### src/hw/rtl/tgt_pkg.sv
`timescale 1ns / 1ps
// ----------------------------------------------------------------------------
// tgt_pkg
// Shared types and constants of the touch gesture tracker.
// ----------------------------------------------------------------------------
package tgt_pkg;

    localparam int CFG_IDX_W = 3;

    localparam logic [CFG_IDX_W-1:0] CFG_SLIDE_THRESH  = 3'd0;
    localparam logic [CFG_IDX_W-1:0] CFG_TAP_WINDOW    = 3'd1;
    localparam logic [CFG_IDX_W-1:0] CFG_SCREEN_WIDTH  = 3'd2;
    localparam logic [CFG_IDX_W-1:0] CFG_SCREEN_HEIGHT = 3'd3;
    localparam logic [CFG_IDX_W-1:0] CFG_ORIENTATION   = 3'd4;

    localparam logic [15:0] SLIDE_THRESH_RST  = 16'd10;
    localparam logic [15:0] TAP_WINDOW_RST    = 16'd250;
    localparam logic [15:0] SCREEN_WIDTH_RST  = 16'd320;
    localparam logic [15:0] SCREEN_HEIGHT_RST = 16'd480;
    localparam logic        ORIENTATION_RST   = 1'b0;

    localparam logic [2:0] G_NONE      = 3'd0;
    localparam logic [2:0] G_DOWN      = 3'd1;
    localparam logic [2:0] G_UP        = 3'd2;
    localparam logic [2:0] G_SLIDE     = 3'd3;
    localparam logic [2:0] G_SLIDE_END = 3'd4;

    localparam logic [14:0] TAP_MAX = 15'h7FFF;

    typedef struct packed {
        logic [15:0] slide_thresh;
        logic [15:0] tap_window_ms;
        logic [15:0] screen_width;
        logic [15:0] screen_height;
        logic        orientation_mode;
    } cfg_t;

    typedef struct packed {
        logic        event_pending;
        logic [31:0] now_ms;
        logic        touch_present;
        logic        is_contact;
        logic [15:0] raw_x;
        logic [15:0] raw_y;
    } poll_t;

    typedef struct packed {
        logic [2:0]  gesture;
        logic [15:0] pos_x;
        logic [15:0] pos_y;
        logic [15:0] start_x;
        logic [15:0] start_y;
        logic [15:0] delta_x;
        logic [15:0] delta_y;
        logic [14:0] taps;
    } rec_t;

endpackage

### src/hw/rtl/tgt_map.sv
`timescale 1ns / 1ps
// ----------------------------------------------------------------------------
// tgt_map
// Maps raw panel coordinates to screen coordinates (quarter turn or invert).
// ----------------------------------------------------------------------------
module tgt_map (
    input  tgt_pkg::cfg_t cfg,
    input  logic [15:0]   raw_x,
    input  logic [15:0]   raw_y,
    output logic [15:0]   scr_x,
    output logic [15:0]   scr_y
);

    always_comb begin
        if (cfg.orientation_mode) begin
            scr_x = cfg.screen_width - raw_x;
            scr_y = cfg.screen_height - raw_y;
        end else begin
            scr_x = cfg.screen_width - 16'd1 - raw_y;
            scr_y = raw_x;
        end
    end

endmodule

### src/hw/rtl/tgt_core.sv
`timescale 1ns / 1ps
// ----------------------------------------------------------------------------
// tgt_core
// Gesture state, tap timing and the record produced for each poll.
// ----------------------------------------------------------------------------
module tgt_core (
    input  logic           aclk,
    input  logic           aresetn,
    input  logic           fire,
    input  tgt_pkg::poll_t poll,
    input  tgt_pkg::cfg_t  cfg,
    input  logic [15:0]    scr_x,
    input  logic [15:0]    scr_y,
    output tgt_pkg::rec_t  emit_rec
);

    tgt_pkg::rec_t rec_reg, rec_next, rec_v;
    logic [14:0]   tap_cnt_reg, tap_cnt_next;
    logic [31:0]   press_start_reg, press_start_next;
    logic [31:0]   last_tap_reg, last_tap_next;
    logic          armed_reg, armed_next;

    logic signed [17:0] dx, dy, rng, neg_rng;
    logic               big_move;
    logic [31:0]        press_age, tap_gap;
    logic [31:0]        window32;

    assign dx        = $signed({2'b00, scr_x}) - $signed({2'b00, rec_reg.pos_x});
    assign dy        = $signed({2'b00, scr_y}) - $signed({2'b00, rec_reg.pos_y});
    assign rng       = $signed({2'b00, cfg.slide_thresh});
    assign neg_rng   = -rng;
    assign big_move  = (dx >= rng) || (dx <= neg_rng) || (dy >= rng) || (dy <= neg_rng);
    assign press_age = poll.now_ms - press_start_reg;
    assign tap_gap   = poll.now_ms - last_tap_reg;
    assign window32  = {16'd0, cfg.tap_window_ms};

    always_comb begin
        rec_v            = rec_reg;
        tap_cnt_next     = tap_cnt_reg;
        press_start_next = press_start_reg;
        last_tap_next    = last_tap_reg;
        armed_next       = armed_reg;
        if (poll.event_pending) begin
            rec_v.taps = '0;
            if (poll.touch_present) begin
                if (poll.is_contact) begin
                    rec_v.pos_x = scr_x;
                    rec_v.pos_y = scr_y;
                    case (rec_reg.gesture)
                        tgt_pkg::G_DOWN: begin
                            if (big_move) begin
                                rec_v.gesture = tgt_pkg::G_SLIDE;
                                rec_v.delta_x = dx[15:0];
                                rec_v.delta_y = dy[15:0];
                            end else begin
                                rec_v.delta_x = '0;
                                rec_v.delta_y = '0;
                            end
                        end
                        tgt_pkg::G_SLIDE: begin
                            rec_v.delta_x = dx[15:0];
                            rec_v.delta_y = dy[15:0];
                        end
                        default: begin
                            rec_v.start_x = scr_x;
                            rec_v.start_y = scr_y;
                            rec_v.gesture = tgt_pkg::G_DOWN;
                        end
                    endcase
                end
                if (rec_v.gesture == tgt_pkg::G_DOWN && !armed_reg) begin
                    press_start_next = poll.now_ms;
                    armed_next       = 1'b1;
                end
            end else if (rec_reg.gesture == tgt_pkg::G_DOWN) begin
                rec_v.gesture = tgt_pkg::G_UP;
                if (press_age <= window32) begin
                    if (tap_gap > window32) begin
                        tap_cnt_next = 15'd1;
                    end else if (tap_cnt_reg < tgt_pkg::TAP_MAX) begin
                        tap_cnt_next = tap_cnt_reg + 15'd1;
                    end
                    rec_v.taps    = tap_cnt_next;
                    last_tap_next = poll.now_ms;
                end
                armed_next = 1'b0;
            end else begin
                tap_cnt_next  = '0;
                rec_v.gesture = tgt_pkg::G_SLIDE_END;
            end
        end

        emit_rec = rec_v;
        rec_next = rec_v;
        if (poll.event_pending) begin
            rec_next.delta_x = '0;
            rec_next.delta_y = '0;
            if (rec_v.gesture == tgt_pkg::G_UP || rec_v.gesture == tgt_pkg::G_SLIDE_END) begin
                rec_next.gesture = tgt_pkg::G_NONE;
            end
        end
    end

    always_ff @(posedge aclk) begin
        if (!aresetn) begin
            rec_reg         <= '0;
            tap_cnt_reg     <= '0;
            press_start_reg <= '0;
            last_tap_reg    <= '0;
            armed_reg       <= 1'b0;
        end else if (fire) begin
            rec_reg         <= rec_next;
            tap_cnt_reg     <= tap_cnt_next;
            press_start_reg <= press_start_next;
            last_tap_reg    <= last_tap_next;
            armed_reg       <= armed_next;
        end
    end

endmodule

### src/hw/rtl/touch_gesture_tracker.sv
`timescale 1ns / 1ps
// ----------------------------------------------------------------------------
// touch_gesture_tracker
// Turns touch panel polls into gesture records, one record per poll word.
//
// Input stream (s_): one word per panel poll. Output stream (m_): one gesture
// record word per poll, in order. Config channel (cfg_): register writes by
// index, always ready; write only while no poll is in flight.
// An accepted word goes into the input register; its record then goes into
// the result register, which drives m_. Throughput: one word per cycle while
// m_tready is high; the gesture update is combinational logic between them.
// Reset: synchronous, active low; clears both stream stages, the gesture
// record and tap timing, and loads the register defaults.
// Stall: a held result keeps the result register; the input register still
// takes a word if empty, after which s_tready drops until m_tready returns.
// ----------------------------------------------------------------------------
module touch_gesture_tracker (
    input  logic         aclk,
    input  logic         aresetn,
    input  logic         s_tvalid,
    output logic         s_tready,
    input  logic [63:0]  s_tdata,    // now_ms[31:0], raw_x[47:32], raw_y[63:48]
    input  logic [2:0]   s_tuser,    // event_pending[0], touch_present[1], is_contact[2]
    output logic         m_tvalid,
    input  logic         m_tready,
    output logic [111:0] m_tdata,    // pos_x, pos_y, start_x, start_y, delta_x,
                                     // delta_y (16 b each), taps[110:96], zero pad
    output logic [2:0]   m_tuser,    // gesture
    input  logic         cfg_valid,
    output logic         cfg_ready,
    input  logic [tgt_pkg::CFG_IDX_W-1:0] cfg_index,
    input  logic [15:0]  cfg_data
);

    tgt_pkg::cfg_t  cfg_reg;
    tgt_pkg::poll_t in_reg;
    tgt_pkg::rec_t  out_reg, emit_rec;
    logic           in_valid_reg, out_valid_reg;
    logic           out_free, fire;
    logic [15:0]    scr_x, scr_y;

    assign cfg_ready = 1'b1;
    assign out_free  = !out_valid_reg || m_tready;
    assign fire      = in_valid_reg && out_free;
    assign s_tready  = !in_valid_reg || out_free;

    always_ff @(posedge aclk) begin
        if (!aresetn) begin
            cfg_reg.slide_thresh     <= tgt_pkg::SLIDE_THRESH_RST;
            cfg_reg.tap_window_ms    <= tgt_pkg::TAP_WINDOW_RST;
            cfg_reg.screen_width     <= tgt_pkg::SCREEN_WIDTH_RST;
            cfg_reg.screen_height    <= tgt_pkg::SCREEN_HEIGHT_RST;
            cfg_reg.orientation_mode <= tgt_pkg::ORIENTATION_RST;
        end else if (cfg_valid) begin
            case (cfg_index)
                tgt_pkg::CFG_SLIDE_THRESH:  cfg_reg.slide_thresh     <= cfg_data;
                tgt_pkg::CFG_TAP_WINDOW:    cfg_reg.tap_window_ms    <= cfg_data;
                tgt_pkg::CFG_SCREEN_WIDTH:  cfg_reg.screen_width     <= cfg_data;
                tgt_pkg::CFG_SCREEN_HEIGHT: cfg_reg.screen_height    <= cfg_data;
                tgt_pkg::CFG_ORIENTATION:   cfg_reg.orientation_mode <= cfg_data[0];
                default: ;
            endcase
        end
    end

    always_ff @(posedge aclk) begin
        if (!aresetn) begin
            in_valid_reg <= 1'b0;
        end else if (s_tready) begin
            in_valid_reg <= s_tvalid;
        end
    end

    always_ff @(posedge aclk) begin
        if (s_tvalid && s_tready) begin
            in_reg.event_pending <= s_tuser[0];
            in_reg.touch_present <= s_tuser[1];
            in_reg.is_contact    <= s_tuser[2];
            in_reg.now_ms        <= s_tdata[31:0];
            in_reg.raw_x         <= s_tdata[47:32];
            in_reg.raw_y         <= s_tdata[63:48];
        end
    end

    tgt_map u_map (
        .cfg   (cfg_reg),
        .raw_x (in_reg.raw_x),
        .raw_y (in_reg.raw_y),
        .scr_x (scr_x),
        .scr_y (scr_y)
    );

    tgt_core u_core (
        .aclk     (aclk),
        .aresetn  (aresetn),
        .fire     (fire),
        .poll     (in_reg),
        .cfg      (cfg_reg),
        .scr_x    (scr_x),
        .scr_y    (scr_y),
        .emit_rec (emit_rec)
    );

    always_ff @(posedge aclk) begin
        if (!aresetn) begin
            out_valid_reg <= 1'b0;
        end else if (out_free) begin
            out_valid_reg <= in_valid_reg;
        end
    end

    always_ff @(posedge aclk) begin
        if (fire) begin
            out_reg <= emit_rec;
        end
    end

    assign m_tvalid = out_valid_reg;
    assign m_tuser  = out_reg.gesture;
    assign m_tdata  = {1'b0, out_reg.taps, out_reg.delta_y, out_reg.delta_x,
                       out_reg.start_y, out_reg.start_x, out_reg.pos_y, out_reg.pos_x};

endmodule

### config.mk
export PLATFORM = sky130hd
export DESIGN_NAME = touch_gesture_tracker
export DESIGN_NICKNAME = d
export VERILOG_FILES = /design/src/hw/rtl/tgt_pkg.sv /design/src/hw/rtl/tgt_map.sv /design/src/hw/rtl/tgt_core.sv /design/src/hw/rtl/touch_gesture_tracker.sv
export SDC_FILE = /design/constraint.sdc
export NUM_CORES = 1
export LEC_CHECK = 0
export BUFFER_PORTS_ARGS = -buffer_cell sky130_fd_sc_hd__buf_2
export CAP_MARGIN = 15
export CELL_PAD_IN_SITES_DETAIL_PLACEMENT = 0
export CELL_PAD_IN_SITES_GLOBAL_PLACEMENT = 1
export CORE_ASPECT_RATIO = 1.5
export CORE_MARGIN = 2
export CORE_UTILIZATION = 50
export CTS_CLUSTER_DIAMETER = 150
export CTS_CLUSTER_SIZE = 30
export DETAILED_ROUTE_END_ITERATION = 10
export PLACE_DENSITY = 0.84
export SYNTH_ARGS = -nofsm -noshare
export SYNTH_HDL_FRONTEND = slang
export SYNTH_SLANG_ARGS = --single-unit
### constraint.sdc
create_clock -name aclk -period 12.75 [get_ports aclk]
set_clock_uncertainty 0.2 [all_clocks]
set_input_delay 2.55 -clock aclk [delete_from_list [all_inputs] [get_ports aclk]]
set_output_delay 2.55 -clock aclk [all_outputs]
set_load 0.02 [all_outputs]
==> metrics.txt <==
# rows=103; Int Pwr=2.03 mW; clock share of power=25.0%; Final period util=64.7%; Sw Pwr=0.903 mW; Post CTS Setup Buffer Count=0; Yosys top cell by area=edfxtp_1; post-place setup slack=4.66 ns; CP max stage cell=and3_1; Post-DP HPWL=58,700 um; min cycle time layout=8.25 ns; clk buf depth=3; I/O Buffers=206; Seq cells post-synth=442; H-tree depth=1; Combinational Power Share=22.5%; Vias=22,200; antenna diode count=0; VDD IR max=0.103 mV; global route overflow=0; share of layout cells above drive strength 1=9.15%; sw frac=30.7%; Skew-Pair Late Insertion Delay=0.58 ns; fmax=0.121 GHz; chip width=192 um; Syn Area/Cell=8.71 um^2; CP Class=register to register; critical path data required time=12.89 ns; vias in the first global route=21,900; core area=52,600 um^2; Layout fillers=4,898; drt wl/cell=19.8 um; Clock transition at path regs=0.11 ns; PnR worst setup slack=4.50 ns; crit-path max cell delay=0.94 ns; first-pass GRT wire length=118,000 um; Post-synth EDFFs=181; initial antenna violation count=0; syn nets=3,389; max_cap viols=0; Synth area leaders=edfxtp_1 (20%), dfxtp_1 (20%), ha_1 (11%); ys flop type=dfxtp_1; Initial Util=50.5%; Die Ht=286 um; Mapped Cells=3,052; Iter 0 DRT Violations=1,235; WP data arrival=8.39 ns; Seq pwr share=52.5%; number of CTS-inserted buffers=18; # clock sinks=442; synthesized area=26,600 um^2; CTS resizes=0; HP Class=register to register; CP endpoint kind=register; post-synthesis sequential area ratio=40.1%; Post-synth top cells=nand2_1 (473), dfxtp_1 (261), a21oi_1 (242), ha_1 (239), o21ai_0 (235); RSZ-0062 raised after global routing=false; post-route ant nets=0; final net count=3,505; DRC viols=0; final setup vio count=0; ys async rst share=0%; I/O pin count=209; Tot GR Track Use=27.3%; TNS Setup=0 ns; post-synthesis cell type count=82; Crit Path Max Fanout=31; DR vias/cell=5.76; Clock Tree Root=clkbuf_16; P_leak=11.5 nW; Layout Area Growth over Synthesis=7.91%; max reg flops=114; Post-CTS Hold Fix Bufs=0; P per Cell Area=102 nW/um^2; post-synth top area share=20.5%; critical path startpoint category=register; Post-Route WL=76,300 um; Hold Violations, Final=0; drt pass-1 iters=7; RD Place Congestion=0.979; worst slew pin tran=1.12 ns; Slew Limit Fails=0; largest net degree at the start of global routing=85; CTS tree=yes; status=finished clean; Ys Warns=0; Slew HR=25.1%; most frequent cell after synthesis=nand2_1; die footprint=55,000 um^2
==> power groups by stage <==
stage          Sequential (mW)  Combinational (mW)  Clock (mW)
6_report                  1.54               0.661       0.734
5_1_grt                   1.55               0.731       0.797
4_1_cts                   1.54               0.660       0.761
3_5_place_dp              1.57               0.656           0
3_3_place_gp              1.57               0.640           0
2_1_floorplan             1.58               0.434           0
==> cell type report <==
| class | instances | area (um^2) | share of cell area [%] |
|---|---|---|---|
| multi-input cells | 2251 | 14600 | 50.8 |
| well taps | 682 | 853 | 2.98 |
| inverters | 229 | 867 | 3.02 |
| repair buffers | 226 | 1190 | 4.15 |
| clock inverters | 1 | 8.76 | 0.0305 |
| clock buffers | 31 | 520 | 1.82 |
| flip-flops and latches | 442 | 10700 | 37.2 |
==> placed cells by master (no fill, tap or decap), types with 28 or more instances in the layout <==
cell        n
a211oi_1   28
a21o_1     58
a21oi_1   242
and3_1     50
buf_2     205
dfxtp_1   260
edfxtp_1  181
ha_1      239
inv_1     226
mux2i_1    75
nand2_1   472
nand2b_1   29
nand3_1    80
nand4_1    34
nor2_1    187
nor3_1     47
o211ai_1   36
o21a_1     30
o21ai_0   235
xnor2_1    80
xor2_1     40
==> path summary, 6_finish.rpt <==
| kind | from | to | slack, ns | cells after the start |
|---|---|---|---|---|
| setup / recovery | in_reg[1] | m_tdata[95] | 4.50 | 28 |
| hold / removal | u_core.rec_reg[47] | u_core.rec_reg[47] | 0.27 | 2 |
| setup reg to reg | in_reg[1] | m_tdata[95] | 4.50 | 28 |
| hold reg to reg | u_core.rec_reg[47] | u_core.rec_reg[47] | 0.27 | 2 |
==> metrics by stage <==
step	util (%)	instance area, um^2	hold WS (ns)	std cells	total power [mW]
after floorplan	-	26600	0.226	3052	2.02
after global placement	53.5	28100	0.234	3827	2.21
after CTS	54.5	28600	0.267	3859	2.96
final	54.5	28700	0.266	3862	2.94
after detailed placement	53.5	28100	0.243	3827	2.23
after global routing	54.5	28700	0.285	3862	3.07
==> per-layer routing <==
layer / GRT usage, % / vias up / routed length [um]
met2: 51.8 / 552 / 39800
met4: 15.0 / 0 / 4630
li1: - / 11000 / -
met3: 3.00 / 184 / 2960
met5: 0 / - / 0
met1: 28.9 / 10400 / 28900
==> critical path: cells and delay by family (launching register included) <==
family                     cells  cell delay [ns]
and+or+nand+nor                7             2.14
xor gates and xnor gates       1             0.08
buffers and inverters          3             0.36
AOI/OAI and AO/OA             12             3.47
muxes                          2             0.48
DFF                            1             0.44
adders and majority gates      3             0.80
==> cell families after synthesis <==
logic type | Yosys count | share of synthesized area [%]
adders and majority gates | 246 | 11.8
buffers and inverters | 359 | 5.14
xor gates and xnor gates | 120 | 3.96
muxes | 79 | 2.99
other | 2 | 0.0283
AOI/OAI and AO/OA | 785 | 18.3
and+or+nand+nor | 1019 | 17.6
DFF | 442 | 40.1
Power figures use the tool's default switching activity.
